<file path="src/cbh_pkg.sv">
// Package for the character bigram histogram: sizes, mode codes, the
// controller/datapath command and status structs, and the byte classifier.
// No dependencies; every other file of the block uses it by scoped names.
package cbh_pkg;

  localparam int COUNT_WIDTH  = 32;
  localparam int TOTAL_WIDTH  = 48;
  localparam int CHARSET_SIZE = 88;
  localparam int NUM_CLASSES  = CHARSET_SIZE + 1;
  localparam int CLASS_W      = $clog2(NUM_CLASSES);
  localparam int PAIR_DEPTH   = NUM_CLASSES * NUM_CLASSES;
  localparam int PAIR_AW      = $clog2(PAIR_DEPTH);

  localparam logic [CLASS_W-1:0] CLASS_NUL   = CLASS_W'(CHARSET_SIZE - 1);
  localparam logic [CLASS_W-1:0] CLASS_OTHER = CLASS_W'(CHARSET_SIZE);
  localparam logic [CLASS_W-1:0] CLASS_LIMIT = CLASS_W'(NUM_CLASSES);

  localparam logic [COUNT_WIDTH-1:0] COUNT_MAX = '1;
  localparam logic [TOTAL_WIDTH-1:0] TOTAL_MAX = '1;

  // Input packing.
  localparam int IN_DATA_W = 24;
  localparam int IN_USER_W = 3;
  // Output packing.
  localparam int OUT_DATA_W = 3 * COUNT_WIDTH + 2 * TOTAL_WIDTH;

  typedef enum logic [1:0] {
    MODE_COUNT      = 2'd0,
    MODE_READ_FIRST = 2'd1,
    MODE_READ_PAIR  = 2'd2,
    MODE_READ_TOTAL = 2'd3
  } mode_t;

  typedef struct packed {
    logic clear;   // clearing pass: write zero at the sweep counter
    logic load;    // input item accepted: capture its fields
    logic calc;    // form the table addresses
    logic fetch;   // read both tables
    logic commit;  // write back the count or load the result register
  } cbh_cmd_t;

  typedef struct packed {
    logic clear_last;
    logic is_count;
    logic out_busy;
  } cbh_status_t;

  // Maps a raw byte to its class: charset position, NUL class or other.
  function automatic logic [CLASS_W-1:0] classify(input logic [7:0] sym);
    logic [CLASS_W-1:0] c;
    c = CLASS_OTHER;
    if (sym >= 8'h61 && sym <= 8'h7A) begin
      c = CLASS_W'(sym - 8'h61);
    end else if (sym >= 8'h41 && sym <= 8'h5A) begin
      c = CLASS_W'(sym - 8'h41 + 8'd26);
    end else if (sym >= 8'h30 && sym <= 8'h39) begin
      c = CLASS_W'(sym - 8'h30 + 8'd52);
    end else begin
      unique case (sym)
        8'h7E:   c = CLASS_W'(62);  // ~
        8'h21:   c = CLASS_W'(63);  // !
        8'h7B:   c = CLASS_W'(64);  // {
        8'h7D:   c = CLASS_W'(65);  // }
        8'h40:   c = CLASS_W'(66);  // @
        8'h23:   c = CLASS_W'(67);  // #
        8'h24:   c = CLASS_W'(68);  // $
        8'h25:   c = CLASS_W'(69);  // %
        8'h5E:   c = CLASS_W'(70);  // ^
        8'h26:   c = CLASS_W'(71);  // &
        8'h2A:   c = CLASS_W'(72);  // *
        8'h28:   c = CLASS_W'(73);  // (
        8'h29:   c = CLASS_W'(74);  // )
        8'h2D:   c = CLASS_W'(75);  // -
        8'h2B:   c = CLASS_W'(76);  // +
        8'h5B:   c = CLASS_W'(77);  // [
        8'h5D:   c = CLASS_W'(78);  // ]
        8'h7C:   c = CLASS_W'(79);  // |
        8'h5C:   c = CLASS_W'(80);  // backslash
        8'h3B:   c = CLASS_W'(81);  // ;
        8'h27:   c = CLASS_W'(82);  // quote
        8'h3A:   c = CLASS_W'(83);  // :
        8'h2C:   c = CLASS_W'(84);  // ,
        8'h2E:   c = CLASS_W'(85);  // .
        8'h2F:   c = CLASS_W'(86);  // /
        8'h00:   c = CLASS_NUL;
        default: c = CLASS_OTHER;
      endcase
    end
    return c;
  endfunction

endpackage

</file>
<file path="src/cbh_ctrl.sv">
// Controller of the bigram histogram: clearing pass after reset, then one
// item at a time through address, fetch and commit steps.
// Depends on cbh_pkg for the command and status structs.
module cbh_ctrl (
  input  logic                 clk,
  input  logic                 rst,
  input  logic                 in_valid,
  output logic                 in_ready,
  input  cbh_pkg::cbh_status_t status,
  output cbh_pkg::cbh_cmd_t    cmd
);

  typedef enum logic [2:0] {
    ST_CLEAR,
    ST_IDLE,
    ST_ADDR,
    ST_FETCH,
    ST_COMMIT
  } state_t;

  state_t state;
  state_t state_next;
  logic   accept;
  logic   commit_ok;

  assign accept    = in_valid && in_ready;
  assign commit_ok = status.is_count || !status.out_busy;

  always_comb begin
    state_next = state;
    unique case (state)
      ST_CLEAR:  if (status.clear_last) state_next = ST_IDLE;
      ST_IDLE:   if (accept) state_next = ST_ADDR;
      ST_ADDR:   state_next = ST_FETCH;
      ST_FETCH:  state_next = ST_COMMIT;
      ST_COMMIT: if (commit_ok) state_next = ST_IDLE;
      default:   state_next = ST_CLEAR;
    endcase
  end

  always_ff @(posedge clk) begin
    if (rst) begin
      state    <= ST_CLEAR;
      in_ready <= 1'b0;
    end else begin
      state    <= state_next;
      in_ready <= (state_next == ST_IDLE);
    end
  end

  always_comb begin
    cmd        = '0;
    cmd.clear  = (state == ST_CLEAR);
    cmd.load   = accept;
    cmd.calc   = (state == ST_ADDR);
    cmd.fetch  = (state == ST_FETCH);
    cmd.commit = (state == ST_COMMIT) && commit_ok;
  end

  a_ready_only_idle: assert property (@(posedge clk) disable iff (rst)
    in_ready |-> state == ST_IDLE)
    else $error("input ready outside idle");

  a_accept_to_addr: assert property (@(posedge clk) disable iff (rst)
    accept |=> state == ST_ADDR)
    else $error("accepted item did not start address step");

  a_commit_stall: assert property (@(posedge clk) disable iff (rst)
    (state == ST_COMMIT && !status.is_count && status.out_busy) |=> state == ST_COMMIT)
    else $error("read result dropped while output register full");

endmodule

</file>
<file path="config.mk">
export PLATFORM = sky130hd
export DESIGN_NAME = cbh_ctrl
export DESIGN_NICKNAME = d
export VERILOG_FILES = /design/src/cbh_pkg.sv /design/src/cbh_ctrl.sv
export SDC_FILE = /design/constraint.sdc
export NUM_CORES = 1
export LEC_CHECK = 0
export ABC_AREA = 0
export BUFFER_PORTS_ARGS = -buffer_cell sky130_fd_sc_hd__buf_2
export CAP_MARGIN = 10
export CORE_AREA = 2 2 39 41
export DETAILED_ROUTE_END_ITERATION = 8
export DIE_AREA = 0 0 41 43
export SETUP_SLACK_MARGIN = 0.4
export SYNTH_ARGS = -nofsm -noshare
export SYNTH_HDL_FRONTEND = slang
export SYNTH_SLANG_ARGS = --single-unit
export TNS_END_PERCENT = 5
</file>
<file path="constraint.sdc">
create_clock -name clk -period 1.4 [get_ports clk]
set_clock_uncertainty 0.15 [all_clocks]
set_input_delay 0.14 -clock clk [delete_from_list [all_inputs] [get_ports clk]]
set_output_delay 0.14 -clock clk [all_outputs]
set_load 0.05 [all_outputs]
</file>
## Word-level counts from Yosys, hierarchy flattened

Cells that the tools add are included.

- Output and inout port bits: 6
- Word-level logic and storage cells: 16
- Bits of input ports: 6
- Bits in registers: 4

- Reductions and logical operators: 5
- Equal/unequal tests: 5
- Muxes and demuxes: 4

Operators with widths:

| operator | number |
|---|---|
| 3-bit case mux with 5 select lines | 1 |
| 3-bit 2-to-1 mux | 3 |
| 3-bit by 1-bit == test with 1-bit output, second input constant | 2 |
| 3-bit by 2-bit == test with 1-bit output, second input constant | 2 |
| 3-bit == test, second input constant | 1 |
| 3-bit zero test | 1 |
| 1-bit logical AND | 2 |
| 1-bit zero test | 1 |
| 1-bit logical OR | 1 |

## Longest topological paths before layout

Gate-level depths: netlist (run 1).

- Depth after elaboration: 5
- Mapped depth: 5
- Mapped depth without buffers: 5

## Worst setup path after synthesis (run 1)

OpenSTA, ideal clock, no wires.

- Kind: register -> output
- Start point: register state[2]
- End point: output port cmd[2] (netlist bit)
- Cell stages (with the launch flop): 3
- Buffers on the path: 1
- Arrival time: 1.600 ns
- Path slack: -0.490 ns
- Data required time: 1.110 ns
- Path through: dfxtp_1 > buf_2 > nor3b_1

RTL lines:

| element | line | text |
|---|---|---|
| start, declared | cbh_ctrl.sv:21 | `state_t state;` |
| start signal, assigned | cbh_ctrl.sv:46 | `state <= state_next;` |
| end, declared | cbh_ctrl.sv:10 | `output cbh_pkg::cbh_cmd_t cmd` |

==> results of run 1 <==
-- power breakdown --
group          switching [mW]  total, mW  internal, mW
sequential             0.0241      0.154         0.129
combinational          0.0970      0.164        0.0674
clock                  0.0444      0.140        0.0956
-- stage by stage --
stage                     hold slack (ns)  instances
after floorplan                    0.0616         27
after global placement              0.214         53
after detailed placement            0.213         53
after CTS                        -0.00388         58
after global routing             -0.00192         58
final                             0.00491         58
-- flip-flops by register name, summed over array words and instances (netlist names) --
signal    cells
state         3
in_ready      1
-- final cells by class --
cell class | instances | area share, %
Clock buffer | 3 | 5.54
Timing Repair Buffer | 14 | 25.8
Inverter | 1 | 0.923
Tap cell | 16 | 4.92
Multi-Input combinational cell | 20 | 40.0
Sequential cell | 4 | 22.8
-- cell usage after synthesis (all sizes together) --
cell / number / area share (%)
buf: 2 / 5.5
nor3: 1 / 2.2
nand2b: 1 / 2.7
a21oi: 1 / 2.2
nor2: 3 / 4.9
a31oi: 1 / 2.7
or3: 1 / 2.7
inv: 1 / 1.6
nand2: 2 / 3.3
a21o: 1 / 3.3
nor2b: 3 / 8.2
dfxtp: 4 / 35
o32ai: 1 / 7.1
a21boi: 1 / 3.3
nor3b: 1 / 3.3
and3b: 3 / 12
-- metal layers --
metal / part of all wire [%] / up-vias / routed length, um
met5: 0 / - / 0
met4: 0 / 0 / 0
met3: 13 / 0 / 69
met2: 44 / 11 / 237
met1: 43 / 107 / 235
li1: - / 126 / -
-- timing repair --
| action | 4_1_cts | 5_1_grt |
|---|---|---|
| setup endpoints to repair | 10 | 10 |
| gates resized for setup | 13 | 2 |
| hold endpoints to repair | 2 | 1 |
| setup buffers | 1 | 0 |
| pin swaps | 2 | 1 |
-- kinds of logic (layout without fill, tap and decap cells) --
| kind of cell | Yosys count | count (layout) |
|---|---|---|
| and+or+nand+nor | 15 | 15 |
| AOI/OAI and AO/OA | 5 | 5 |
| DFF | 4 | 4 |
| buffers and inverters | 3 | 18 |
-- final timing paths --
check	endpoint	cells after the start	slack [ns]
hold / removal	state[0]	2	0.005
hold reg to reg	state[2]	2	0.42
setup / recovery	cmd[0]	3	0.07
setup reg to reg	in_ready	4	0.11
==> report_table.html, run 1 <==
<table>
<tr><th>Metric</th><th>Value</th></tr>
<tr><th colspan="2">STA</th></tr>
<tr><td>Final setup fails</td><td>0</td></tr>
<tr><td>Final TNS setup</td><td>0 ns</td></tr>
<tr><td>Final worst setup slack</td><td>0.0673 ns</td></tr>
<tr><td>Peak clock frequency supported by timing</td><td>750 MHz</td></tr>
<tr><td>Fraction of the cycle the final worst path needs</td><td>95.2%</td></tr>
<tr><td>Setup repair after global routing missed its margin</td><td>true</td></tr>
<tr><td>Final worst path period need</td><td>1.33 ns</td></tr>
<tr><td>Max transition margin</td><td>83.4%</td></tr>
<tr><td>Max Transition Viols Final</td><td>0</td></tr>
<tr><td>Total count of hold-check failures in the final report</td><td>0</td></tr>
<tr><td>Slew at the pin with the worst max-slew slack</td><td>0.250 ns</td></tr>
<tr><th colspan="2">Clocking</th></tr>
<tr><td>Worst-Skew Late Latency</td><td>0.23 ns</td></tr>
<tr><td>Clock net sink count</td><td>4</td></tr>
<tr><td>Count of hold buffers inserted by post-cts repair</td><td>1</td></tr>
<tr><td>Maximum buffer depth of the clock tree</td><td>2</td></tr>
<tr><td>Num CTS Buffers</td><td>3</td></tr>
<tr><td>Maximum level of the CTS H-tree</td><td>1</td></tr>
<tr><td>Clk Tree Root Cell</td><td>clkbuf_4</td></tr>
<tr><td>Clk pin slew, worst setup/hold paths</td><td>0.04 ns</td></tr>
<tr><td>TritonCTS clock tree</td><td>done</td></tr>
<tr><th colspan="2">Worst setup path</th></tr>
<tr><td>Cell Chain, Critical Path</td><td>nor2_4 -&gt; and3b_1 -&gt; buf_6</td></tr>
<tr><td>Crit Path Max Fanout</td><td>7</td></tr>
<tr><td>Largest stage delay on the critical path</td><td>0.37 ns</td></tr>
<tr><td>Critical path launch point</td><td>state[1]</td></tr>
<tr><td>Worst setup SP type</td><td>flop</td></tr>
<tr><td>Classification of the worst setup path</td><td>reg -&gt; out</td></tr>
<tr><td>Required arrival time at the worst endpoint</td><td>1.11 ns</td></tr>
<tr><td>Worst path buffer plus inverter count</td><td>1</td></tr>
<tr><td>Endpoint arrival time on the critical path</td><td>1.04 ns</td></tr>
<tr><td>Reg-to-reg critical path startpoint</td><td>state[0]</td></tr>
<tr><td>Delay-heaviest family, CP</td><td>flip-flops</td></tr>
<tr><td>Nature of the critical path endpoint</td><td>primary output</td></tr>
<tr><td>Cell with the largest stage delay on the worst path</td><td>dfxtp_4</td></tr>
<tr><th colspan="2">Detailed routing</th></tr>
<tr><td>Drt total wl</td><td>542 um</td></tr>
<tr><td>First-pass DRT Iterations</td><td>2</td></tr>
<tr><td>Routed wire per std cell</td><td>9.34 um</td></tr>
<tr><td>DRC violations left</td><td>0</td></tr>
<tr><td>Per-cell via count in the routed design</td><td>4.21</td></tr>
<tr><td>Post-DRT Antenna Nets</td><td>0</td></tr>
<tr><td>Violation count after the first detailed-routing iteration</td><td>3</td></tr>
<tr><td>Via count of the routed design</td><td>244</td></tr>
<tr><th colspan="2">Pwr</th></tr>
<tr><td>VDD IR max</td><td>0.000662 V</td></tr>
<tr><td>Power per Cell Area</td><td>1130 nW/um^2</td></tr>
<tr><td>LEAKAGE</td><td>0.193 nW</td></tr>
<tr><td>PnR Total Power</td><td>0.458 mW</td></tr>
<tr><th colspan="2">Floorplanning</th></tr>
<tr><td>Area enclosed by the die boundary</td><td>1760 um^2</td></tr>
<tr><td>Cell Rows</td><td>14</td></tr>
<tr><td>Effective utilization at floorplan</td><td>16.5%</td></tr>
<tr><td>Number of ports placed on the die boundary</td><td>12</td></tr>
<tr><td>Die width</td><td>41 um</td></tr>
<tr><td>Core ar.</td><td>1380 um^2</td></tr>
<tr><td>Die Y-Extent</td><td>43 um</td></tr>
<tr><th colspan="2">Global routing</th></tr>
<tr><td>Overflow after GRT</td><td>0</td></tr>
<tr><td>Total track usage</td><td>7.24%</td></tr>
<tr><td>Initial antenna violation count</td><td>0</td></tr>
<tr><td>Global-route track usage on met1</td><td>8.06%</td></tr>
<tr><td>Wire length of the first global-routing pass</td><td>821 um</td></tr>
<tr><td>Global-route layer with the greatest usage</td><td>met2</td></tr>
<tr><td>Grt met3 use</td><td>6.28%</td></tr>
<tr><td>Global Route met2 Usage</td><td>10.0%</td></tr>
<tr><td>Vias in the first global route</td><td>215</td></tr>
<tr><td>Largest net degree at the start of global routing</td><td>8</td></tr>
<tr><th colspan="2">Synthesis</th></tr>
<tr><td>Proportion of synthesized area in mux cells</td><td>0%</td></tr>
<tr><td>Fraction of the mapped netlist area in compound gates</td><td>18.6%</td></tr>
<tr><td>Number of distinct library cells after synthesis</td><td>18</td></tr>
<tr><td>Total nets after synthesis</td><td>33</td></tr>
<tr><td>Average cell area after synthesis</td><td>8.48 um^2</td></tr>
<tr><td>Yosys reg bits</td><td>4</td></tr>
<tr><td>Netlist Area Pre-Place</td><td>229 um^2</td></tr>
<tr><td>Adder-cell share of the synthesized area</td><td>0%</td></tr>
<tr><td>Largest family of logic cells by synthesized area</td><td>simple AND/OR/NAND/NOR gates</td></tr>
<tr><td>Number of standard cells after synthesis</td><td>27</td></tr>
<tr><td>Synth warnings</td><td>0</td></tr>
<tr><td>Area share of xor/xnor cells in the synthesized design</td><td>0%</td></tr>
<tr><td>Post-synthesis simple-gate area fraction</td><td>39.3%</td></tr>
<tr><td>Sequential-to-total area share from yosys stat</td><td>35.0%</td></tr>
<tr><th colspan="2">Finish</th></tr>
<tr><td>Number of fill cells</td><td>156</td></tr>
<tr><td>Most common cell after layout, fill and taps aside</td><td>buf_2</td></tr>
<tr><td>Layout cells sized above 1</td><td>59.5%</td></tr>
<tr><td>Reg area</td><td>92.6 um^2</td></tr>
<tr><td>Area growth from synthesis to layout</td><td>77.6%</td></tr>
<tr><td>Area taken by multi-input logic gates</td><td>163 um^2</td></tr>
<tr><td>Highest-count cells in the layout ignoring fill and taps</td><td>7 x buf_2, 4 x buf_6, 3 x nor2b_1, 3 x clkbuf_4, 3 x dfxtp_4</td></tr>
<tr><td>Utilization after layout</td><td>29.4%</td></tr>
<tr><td>Final Net Count</td><td>50</td></tr>
<tr><td>Antenna diodes</td><td>0</td></tr>
<tr><td>Area of all placed cells without fillers</td><td>407 um^2</td></tr>
<tr><th colspan="2">Hold path</th></tr>
<tr><td>Worst min-delay path class</td><td>in -&gt; reg</td></tr>
<tr><td>Hold path start</td><td>rst</td></tr>
<tr><th colspan="2">Placed design</th></tr>
<tr><td>Final estimated routing congestion in global placement</td><td>0.774</td></tr>
<tr><td>Port Buffers</td><td>11</td></tr>
<tr><td>Instance area at placement</td><td>324 um^2</td></tr>
<tr><td>Hpwl dp</td><td>385 um</td></tr>
<tr><td>Post-Place Setup Slack</td><td>0.0781 ns</td></tr>
<tr><th colspan="2">Job</th></tr>
<tr><td>Max-cap violations</td><td>0</td></tr>
<tr><th colspan="2">Outcome</th></tr>
<tr><td>Outcome</td><td>completed</td></tr>
</table>
(Power assumes the default switching activity.)
==> inputs of run 2 (changes only) <==
--- a/config.mk
+++ b/config.mk
@@ -11,6 +11,8 @@
 export CORE_AREA = 2 2 39 41
 export DETAILED_ROUTE_END_ITERATION = 8
 export DIE_AREA = 0 0 41 43
+export PLACE_DENSITY_LB_ADDON = 0.25
+export REMOVE_ABC_BUFFERS = 1
 export SETUP_SLACK_MARGIN = 0.4
 export SYNTH_ARGS = -nofsm -noshare
 export SYNTH_HDL_FRONTEND = slang
==> run 2 against run 1 <==
The run now ends with negative hold slack left. Critical path depth did not move. Non-clock buffer count increased by 1. Fmax shrank 0.31%. Clock power about the same. Highest routed layer is now met4. Flip-flop and latch count did not move. Via count down 1.6%. Largest cell class unchanged. Worst hold slack worse by 0.0056 ns. Worst setup slack got worse by 0.0042 ns. Die area is the same. Final area rose by 2.5%. Combinational power about the same.
==> report_table.html, run 2 (synthesized netlist as in run 1, its figures left out) <==
<table>
<tr><th>Metric</th><th>Value</th></tr>
<tr><th colspan="2">Outcome</th></tr>
<tr><td>Outcome</td><td>finished, violations left</td></tr>
<tr><td>Violated checks</td><td>negative hold slack</td></tr>
<tr><th colspan="2">Finish</th></tr>
<tr><td>Non-Filler Instances</td><td>59 (+1.7%)</td></tr>
<tr><td>Antenna diodes</td><td>0 (unchanged)</td></tr>
<tr><td>Number of flip-flops under the largest register name</td><td>3 (unchanged)</td></tr>
<tr><td>Most common cell after layout, fill and taps aside</td><td>buf_2</td></tr>
<tr><td>Top reg by flops</td><td>state</td></tr>
<tr><td>Number of fill cells</td><td>156 (unchanged)</td></tr>
<tr><td>Final Net Count</td><td>51 (+2.0%)</td></tr>
<tr><td>Biggest registers after layout</td><td>state x3, in_ready x1</td></tr>
<tr><td>Highest-count cells in the layout ignoring fill and taps</td><td>7 x buf_2, 5 x buf_6, 3 x clkbuf_4</td></tr>
<tr><td>Layout cells sized above 1</td><td>60.5% (+0.94 points)</td></tr>
<tr><td>Area growth from synthesis to layout</td><td>82.0%</td></tr>
<tr><th colspan="2">Worst setup path</th></tr>
<tr><td>Required arrival time at the worst endpoint</td><td>1.11 ns (about the same)</td></tr>
<tr><td>Cell Chain, Critical Path</td><td>nor2_4 -&gt; and3b_1 -&gt; buf_6</td></tr>
<tr><td>Worst path buffer plus inverter count</td><td>1 (unchanged)</td></tr>
<tr><td>Worst setup SP type</td><td>flop</td></tr>
<tr><td>Largest stage delay on the critical path</td><td>0.37 ns (about the same)</td></tr>
<tr><td>Crit Path Max Fanout</td><td>7 (unchanged)</td></tr>
<tr><td>Delay-heaviest family, CP</td><td>flip-flops</td></tr>
<tr><td>Critical path launch point</td><td>state[1]</td></tr>
<tr><td>Cell with the largest stage delay on the worst path</td><td>dfxtp_4</td></tr>
<tr><td>Reg-to-reg critical path startpoint</td><td>state[1]</td></tr>
<tr><td>Nature of the critical path endpoint</td><td>primary output</td></tr>
<tr><td>Endpoint arrival time on the critical path</td><td>1.05 ns (about the same)</td></tr>
<tr><td>Classification of the worst setup path</td><td>reg -&gt; out</td></tr>
<tr><th colspan="2">Floorplanning</th></tr>
<tr><td>Cell Rows</td><td>14 (unchanged)</td></tr>
<tr><td>Number of ports placed on the die boundary</td><td>12 (unchanged)</td></tr>
<tr><td>Area enclosed by the die boundary</td><td>1760 um^2 (unchanged)</td></tr>
<tr><td>Die Y-Extent</td><td>43 um (unchanged)</td></tr>
<tr><td>Effective utilization at floorplan</td><td>16.5% (unchanged)</td></tr>
<tr><td>Core ar.</td><td>1380 um^2 (unchanged)</td></tr>
<tr><td>Die width</td><td>41 um (unchanged)</td></tr>
<tr><th colspan="2">Detailed routing</th></tr>
<tr><td>Via count of the routed design</td><td>240 (-1.6%)</td></tr>
<tr><td>Violation count after the first detailed-routing iteration</td><td>1 (-2)</td></tr>
<tr><td>Post-DRT Antenna Nets</td><td>0 (unchanged)</td></tr>
<tr><td>DRC violations left</td><td>0 (unchanged)</td></tr>
<tr><td>Drt total wl</td><td>554 um (+2.2%)</td></tr>
<tr><td>First-pass DRT Iterations</td><td>3 (+1)</td></tr>
<tr><td>Per-cell via count in the routed design</td><td>4.07 (-3.3%)</td></tr>
<tr><td>Routed wire per std cell</td><td>9.39 um (+0.48%)</td></tr>
<tr><th colspan="2">Clocking</th></tr>
<tr><td>Num CTS Buffers</td><td>3 (unchanged)</td></tr>
<tr><td>TritonCTS clock tree</td><td>done</td></tr>
<tr><td>Clk pin slew, worst setup/hold paths</td><td>0.04 ns (about the same)</td></tr>
<tr><td>Maximum buffer depth of the clock tree</td><td>2 (unchanged)</td></tr>
<tr><td>Clock net sink count</td><td>4 (unchanged)</td></tr>
<tr><td>Clk Tree Root Cell</td><td>clkbuf_4</td></tr>
<tr><td>Worst-Skew Late Latency</td><td>0.23 ns (about the same)</td></tr>
<tr><td>Maximum level of the CTS H-tree</td><td>1 (unchanged)</td></tr>
<tr><th colspan="2">STA</th></tr>
<tr><td>Peak clock frequency supported by timing</td><td>748 MHz (-0.31%)</td></tr>
<tr><td>Total count of hold-check failures in the final report</td><td>1 (+1)</td></tr>
<tr><td>Final TNS setup</td><td>0 ns (unchanged)</td></tr>
<tr><td>Final Hold Slack</td><td>-0.000724 ns (-0.00564 ns)</td></tr>
<tr><td>Fraction of the cycle the final worst path needs</td><td>95.5% (+0.30 points)</td></tr>
<tr><td>Final worst path period need</td><td>1.34 ns (+0.00420 ns)</td></tr>
<tr><td>Final worst setup slack</td><td>0.0631 ns (-0.00420 ns)</td></tr>
<tr><td>Max Transition Viols Final</td><td>0 (unchanged)</td></tr>
<tr><td>Max transition margin</td><td>83.6% (+0.17 points)</td></tr>
<tr><td>Final setup fails</td><td>0 (unchanged)</td></tr>
<tr><td>Setup repair after global routing missed its margin</td><td>true</td></tr>
<tr><td>Slew at the pin with the worst max-slew slack</td><td>0.248 ns (-0.00254 ns)</td></tr>
<tr><th colspan="2">Placed design</th></tr>
<tr><td>Hpwl dp</td><td>381 um (-1.0%)</td></tr>
<tr><td>Final estimated routing congestion in global placement</td><td>0.709 (-8.4%)</td></tr>
<tr><td>Post-Place Setup Slack</td><td>0.126 ns (+0.0483 ns)</td></tr>
<tr><td>Port Buffers</td><td>11 (unchanged)</td></tr>
<tr><td>Placed cell count</td><td>53 (unchanged)</td></tr>
<tr><th colspan="2">Hold path</th></tr>
<tr><td>Hold path start</td><td>rst</td></tr>
<tr><td>Worst min-delay path class</td><td>in -&gt; reg</td></tr>
<tr><th colspan="2">Pwr</th></tr>
<tr><td>LEAKAGE</td><td>0.199 nW (+3.2%)</td></tr>
<tr><td>PnR Total Power</td><td>0.459 mW (+0.15%)</td></tr>
<tr><td>VDD IR max</td><td>0.000260 V (-61%)</td></tr>
<tr><td>Power per Cell Area</td><td>1100 nW/um^2 (-2.3%)</td></tr>
<tr><th colspan="2">Global routing</th></tr>
<tr><td>Largest net degree at the start of global routing</td><td>8 (unchanged)</td></tr>
<tr><td>Wire length of the first global-routing pass</td><td>883 um (+7.6%)</td></tr>
<tr><td>Vias in the first global route</td><td>232 (+7.9%)</td></tr>
<tr><td>Total track usage</td><td>7.94% (+0.70 points)</td></tr>
<tr><td>Overflow after GRT</td><td>0 (unchanged)</td></tr>
<tr><td>Initial antenna violation count</td><td>0 (unchanged)</td></tr>
<tr><th colspan="2">Job</th></tr>
<tr><td>Max-cap violations</td><td>0 (unchanged)</td></tr>
</table>
==> run 2: cell count changes in the layout (fill, tap and decap cells not counted) <==
cell,change
dfxtp_1,+1
nor2b_2,+1
dfxtp_4,-1
buf_6,+1
nor2b_1,-1
==> run 2: area by class of cell <==
cell class	instances	area, um^2	share of cell area [%]
flip-flops and latches	4	88.8	21.3
clock buffers	3	22.5	5.41
well taps	16	20.0	4.80
repair buffers	15	116	27.9
inverters	1	3.75	0.901
multi-input cells	20	165	39.6
==> run 2: worst reg2reg max path, cell delays in order, from the launching register on <==
cell and delay [ns]:
dfxtp_4 0.37, or3_1 0.38, o32ai_2 0.13, and3b_1 0.18
==> run 2: where the power goes <==
group	switching, mW	internal (mW)
clock	0.0462	0.0958
combinational	0.0968	0.0656
sequential	0.0242	0.130
total	0.167	0.291
==> run 2: timing repair <==
| action | in CTS | in global routing |
|---|---|---|
| buffers inserted | 2 | 0 |
| hold endpoints to repair | 2 | 0 |
| hold buffers | 1 | 0 |
| gates resized for setup | 18 | 3 |
| endpoints found under the setup margin | 10 | 10 |
| pin swaps | 1 | 0 |
==> run 2: metal layers <==
metal / part of all wire, % / track usage, %
met5: 0 / 0
met1: 40 / 8.39
met2: 48 / 10.9
met4: 4.3 / 10.0
met3: 7.2 / 1.57
==> run 2: metrics by stage <==
step / hold WS [ns] / utilization [%] / cell area (um^2)
detailed placement: 0.220 / 21.6 / 299
finish: -0.000724 / 30.1 / 417
global route: 0.0130 / 30.1 / 417
floorplan: 0.0616 / - / 216
CTS: -0.00481 / 29.2 / 404
global placement: 0.217 / 21.6 / 299
==> run 2: final timing paths <==
kind | slack, ns | to | depth (start not counted)
min | -0.0007 | state[0] | 2
max reg2reg | 0.13 | in_ready | 3
max | 0.06 | cmd[0] | 3
min reg2reg | 0.50 | state[0] | 2
==> inputs of run 3 (changes only) <==
--- a/config.mk
+++ b/config.mk
@@ -9,9 +9,10 @@
 export BUFFER_PORTS_ARGS = -buffer_cell sky130_fd_sc_hd__buf_2
 export CAP_MARGIN = 10
 export CORE_AREA = 2 2 39 41
+export CTS_CLUSTER_SIZE = 28
 export DETAILED_ROUTE_END_ITERATION = 8
 export DIE_AREA = 0 0 41 43
-export PLACE_DENSITY_LB_ADDON = 0.25
+export PLACE_DENSITY = 0.45
 export REMOVE_ABC_BUFFERS = 1
 export SETUP_SLACK_MARGIN = 0.4
 export SYNTH_ARGS = -nofsm -noshare
==> run 3 against run 2 <==
The flow now finishes without violations. Worst setup slack lost 0.022 ns. Flip-flop and latch count stayed put. Non-clock buffer count is 1 higher. Largest power group unchanged.
==> report_table.html, run 3 (synthesized netlist as in run 1, its figures left out) <==
<table>
<tr><th>Metric</th><th>Value</th></tr>
<tr><th colspan="2">Outcome</th></tr>
<tr><td>Outcome</td><td>completed</td></tr>
<tr><th colspan="2">Detailed routing</th></tr>
<tr><td>Drt total wl</td><td>601 um (+8.5%)</td></tr>
<tr><td>DRC violations left</td><td>0 (unchanged)</td></tr>
<tr><td>Via count of the routed design</td><td>257 (+7.1%)</td></tr>
<tr><td>Violation count after the first detailed-routing iteration</td><td>6 (+5)</td></tr>
<tr><td>Routed wire per std cell</td><td>10.0 um (+6.7%)</td></tr>
<tr><td>First-pass DRT Iterations</td><td>2 (-1)</td></tr>
<tr><td>Post-DRT Antenna Nets</td><td>0 (unchanged)</td></tr>
<tr><td>Per-cell via count in the routed design</td><td>4.28 (+5.3%)</td></tr>
<tr><th colspan="2">STA</th></tr>
<tr><td>Final Hold Slack</td><td>0.00836 ns (+0.00908 ns)</td></tr>
<tr><td>Fraction of the cycle the final worst path needs</td><td>97.0% (+1.5 points)</td></tr>
<tr><td>Setup repair after global routing missed its margin</td><td>true</td></tr>
<tr><td>Final setup fails</td><td>0 (unchanged)</td></tr>
<tr><td>Final worst path period need</td><td>1.36 ns (+0.0217 ns)</td></tr>
<tr><td>Final worst setup slack</td><td>0.0415 ns (-0.0217 ns)</td></tr>
<tr><td>Final TNS setup</td><td>0 ns (unchanged)</td></tr>
<tr><td>Peak clock frequency supported by timing</td><td>736 MHz (-1.6%)</td></tr>
<tr><td>Total count of hold-check failures in the final report</td><td>0 (-1)</td></tr>
<tr><td>Max Transition Viols Final</td><td>0 (unchanged)</td></tr>
<tr><td>Slew at the pin with the worst max-slew slack</td><td>0.235 ns (-0.0131 ns)</td></tr>
<tr><td>Max transition margin</td><td>84.3% (+0.76 points)</td></tr>
<tr><th colspan="2">Placed design</th></tr>
<tr><td>Final estimated routing congestion in global placement</td><td>0.762 (+7.4%)</td></tr>
<tr><td>Instance area at placement</td><td>299 um^2 (unchanged)</td></tr>
<tr><td>Port Buffers</td><td>11 (unchanged)</td></tr>
<tr><td>Post-Place Setup Slack</td><td>0.104 ns (-0.0225 ns)</td></tr>
<tr><td>Hpwl dp</td><td>399 um (+4.6%)</td></tr>
<tr><th colspan="2">Finish</th></tr>
<tr><td>Top reg by flops</td><td>state</td></tr>
<tr><td>Highest-count cells in the layout ignoring fill and taps</td><td>5 x buf_2, 5 x buf_6</td></tr>
<tr><td>Number of fill cells</td><td>155 (-0.64%)</td></tr>
<tr><td>Layout cells sized above 1</td><td>63.6% (+3.2 points)</td></tr>
<tr><td>Reg area</td><td>91.3 um^2 (+2.8%)</td></tr>
<tr><td>Area growth from synthesis to layout</td><td>92.3%</td></tr>
<tr><td>Area of all placed cells without fillers</td><td>440 um^2 (+5.7%)</td></tr>
<tr><td>Final Net Count</td><td>52 (+2.0%)</td></tr>
<tr><td>Biggest registers after layout</td><td>state x3, in_ready x1</td></tr>
<tr><td>Number of flip-flops under the largest register name</td><td>3 (unchanged)</td></tr>
<tr><td>Area taken by multi-input logic gates</td><td>159 um^2 (-3.8%)</td></tr>
<tr><td>Antenna diodes</td><td>0 (unchanged)</td></tr>
<tr><th colspan="2">Worst setup path</th></tr>
<tr><td>Endpoint of the most critical setup path</td><td>cmd[2]</td></tr>
<tr><td>Endpoint arrival time on the critical path</td><td>1.07 ns (+0.02 ns)</td></tr>
<tr><td>Classification of the worst setup path</td><td>reg -&gt; out</td></tr>
<tr><td>Reg-to-reg critical path startpoint</td><td>state[1]</td></tr>
<tr><td>Nature of the critical path endpoint</td><td>primary output</td></tr>
<tr><td>Cell Chain, Critical Path</td><td>buf_6 -&gt; nor3b_2 -&gt; buf_6</td></tr>
<tr><td>Required arrival time at the worst endpoint</td><td>1.11 ns (about the same)</td></tr>
<tr><td>Worst setup SP type</td><td>flop</td></tr>
<tr><td>Cell with the largest stage delay on the worst path</td><td>dfxtp_4</td></tr>
<tr><td>Critical path launch point</td><td>state[2]</td></tr>
<tr><td>Cell with the most instances on the worst path</td><td>buf_6</td></tr>
<tr><td>Largest stage delay on the critical path</td><td>0.35 ns (-0.02 ns)</td></tr>
<tr><td>Reg2reg setup slack</td><td>0.08 ns (-0.05 ns)</td></tr>
<tr><td>Crit Path Max Fanout</td><td>5 (-2)</td></tr>
<tr><td>Depth of the most critical reg-to-reg path</td><td>3 (unchanged)</td></tr>
<tr><td>R2r endpoint</td><td>in_ready</td></tr>
<tr><th colspan="2">Floorplanning</th></tr>
<tr><td>Die width</td><td>41 um (unchanged)</td></tr>
<tr><td>Core ar.</td><td>1380 um^2 (unchanged)</td></tr>
<tr><td>Area enclosed by the die boundary</td><td>1760 um^2 (unchanged)</td></tr>
<tr><td>Die Y-Extent</td><td>43 um (unchanged)</td></tr>
<tr><td>Number of ports placed on the die boundary</td><td>12 (unchanged)</td></tr>
<tr><td>Cell Rows</td><td>14 (unchanged)</td></tr>
<tr><td>Effective utilization at floorplan</td><td>16.5% (unchanged)</td></tr>
<tr><th colspan="2">Pwr</th></tr>
<tr><td>LEAKAGE</td><td>0.209 nW (+4.9%)</td></tr>
<tr><td>Net switching share of the total power</td><td>36.3% (-0.19 points)</td></tr>
<tr><td>Clock group share of total power</td><td>30.2% (-0.8 points)</td></tr>
<tr><td>Power Internal</td><td>0.306 mW (+5.0%)</td></tr>
<tr><td>Logic gate share of total power</td><td>38.2% (+2.8 points)</td></tr>
<tr><td>Power per Cell Area</td><td>1090 nW/um^2 (-0.99%)</td></tr>
<tr><td>VDD IR max</td><td>0.000331 V (+27%)</td></tr>
<tr><td>Power share of the sequential group</td><td>31.7% (-1.9 points)</td></tr>
<tr><td>Switching component of the power</td><td>0.174 mW (+4.1%)</td></tr>
<tr><th colspan="2">Global routing</th></tr>
<tr><td>Vias in the first global route</td><td>283 (+22%)</td></tr>
<tr><td>Wire length of the first global-routing pass</td><td>1.07 mm (+21%)</td></tr>
<tr><td>Largest net degree at the start of global routing</td><td>8 (unchanged)</td></tr>
<tr><td>Total track usage</td><td>9.34% (+1.4 points)</td></tr>
<tr><td>Initial antenna violation count</td><td>0 (unchanged)</td></tr>
<tr><td>Overflow after GRT</td><td>0 (unchanged)</td></tr>
<tr><th colspan="2">Hold path</th></tr>
<tr><td>Worst min-delay path class</td><td>in -&gt; reg</td></tr>
<tr><th colspan="2">Clocking</th></tr>
<tr><td>Num CTS Buffers</td><td>3 (unchanged)</td></tr>
<tr><td>TritonCTS clock tree</td><td>done</td></tr>
<tr><td>Clock net sink count</td><td>4 (unchanged)</td></tr>
<tr><td>Clk Tree Root Cell</td><td>clkbuf_4</td></tr>
<tr><td>Clk pin slew, worst setup/hold paths</td><td>0.04 ns (about the same)</td></tr>
<tr><td>Worst-Skew Late Latency</td><td>0.24 ns (about the same)</td></tr>
<tr><td>Maximum level of the CTS H-tree</td><td>1 (unchanged)</td></tr>
<tr><td>Maximum buffer depth of the clock tree</td><td>2 (unchanged)</td></tr>
<tr><th colspan="2">Job</th></tr>
<tr><td>Max-cap violations</td><td>0 (unchanged)</td></tr>
</table>
## run 3: cell types whose count changed in the layout (fill, tap and decap cells not counted), sizes merged
cell  delta
buf      +1
## run 3: per-layer routing
metal,global-route usage (%),part of all wire [%],vias up
li1,-,-,129
met1,7.72,37,115
met2,15.0,55,11
met3,5.24,6.3,2
met4,7.33,1.3,0
met5,0,0,-
## run 3: final cells by class
| cell class | count | share of cell area, % |
|---|---|---|
| Clock buffer | 3 | 5.11 |
| Inverter | 1 | 0.852 |
| Multi-Input combinational cell | 20 | 36.1 |
| Sequential cell | 4 | 20.7 |
| Tap cell | 16 | 4.55 |
| Timing Repair Buffer | 16 | 32.7 |
## run 3: power by group through the flow
stage | sequential (mW) | combinational (mW) | clock, mW
after floorplan | 0.162 | 0.0872 | 0
after global placement | 0.142 | 0.139 | 0
after detailed placement | 0.144 | 0.138 | 0
after CTS | 0.147 | 0.163 | 0.145
after global routing | 0.155 | 0.196 | 0.161
final | 0.152 | 0.183 | 0.145
## run 3: timing repair
| item | CTS | global route |
|---|---|---|
| hold endpoints to repair | 2 | 0 |
| endpoints found under the setup margin | 10 | 10 |
| hold buffers | 1 | 0 |
| resized for setup | 16 | 14 |
| setup buffers | 3 | 0 |
| pin swaps | 2 | 3 |
## run 3: metrics by stage
step           instances  util [%]  power, mW
5_1_grt               60      31.8      0.512
6_report              60      31.8      0.480
3_3_place_gp          53      21.6      0.281
2_1_floorplan         25         -      0.249
3_5_place_dp          53      21.6      0.282
4_1_cts               60      29.2      0.456
## run 3: how the worst min path moves through the flow
stage | startpoint | end | slack, ns | cells past startpoint
6_report | rst | state[0] | 0.008 | 2
5_1_grt | rst | state[0] | 0.01 | 2
4_1_cts | rst | state[0] | 0.005 | 2
3_5_place_dp | rst | state[2] | 0.22 | 2
3_3_place_gp | rst | state[2] | 0.22 | 2
2_1_floorplan | rst | state[1] | 0.06 | 1
## run 3: critical path, delay by kind of cell (launching register included)
family,cells,cell delay [ns]
buf+inv,2,0.30
flops,1,0.35
simple gates,1,0.18
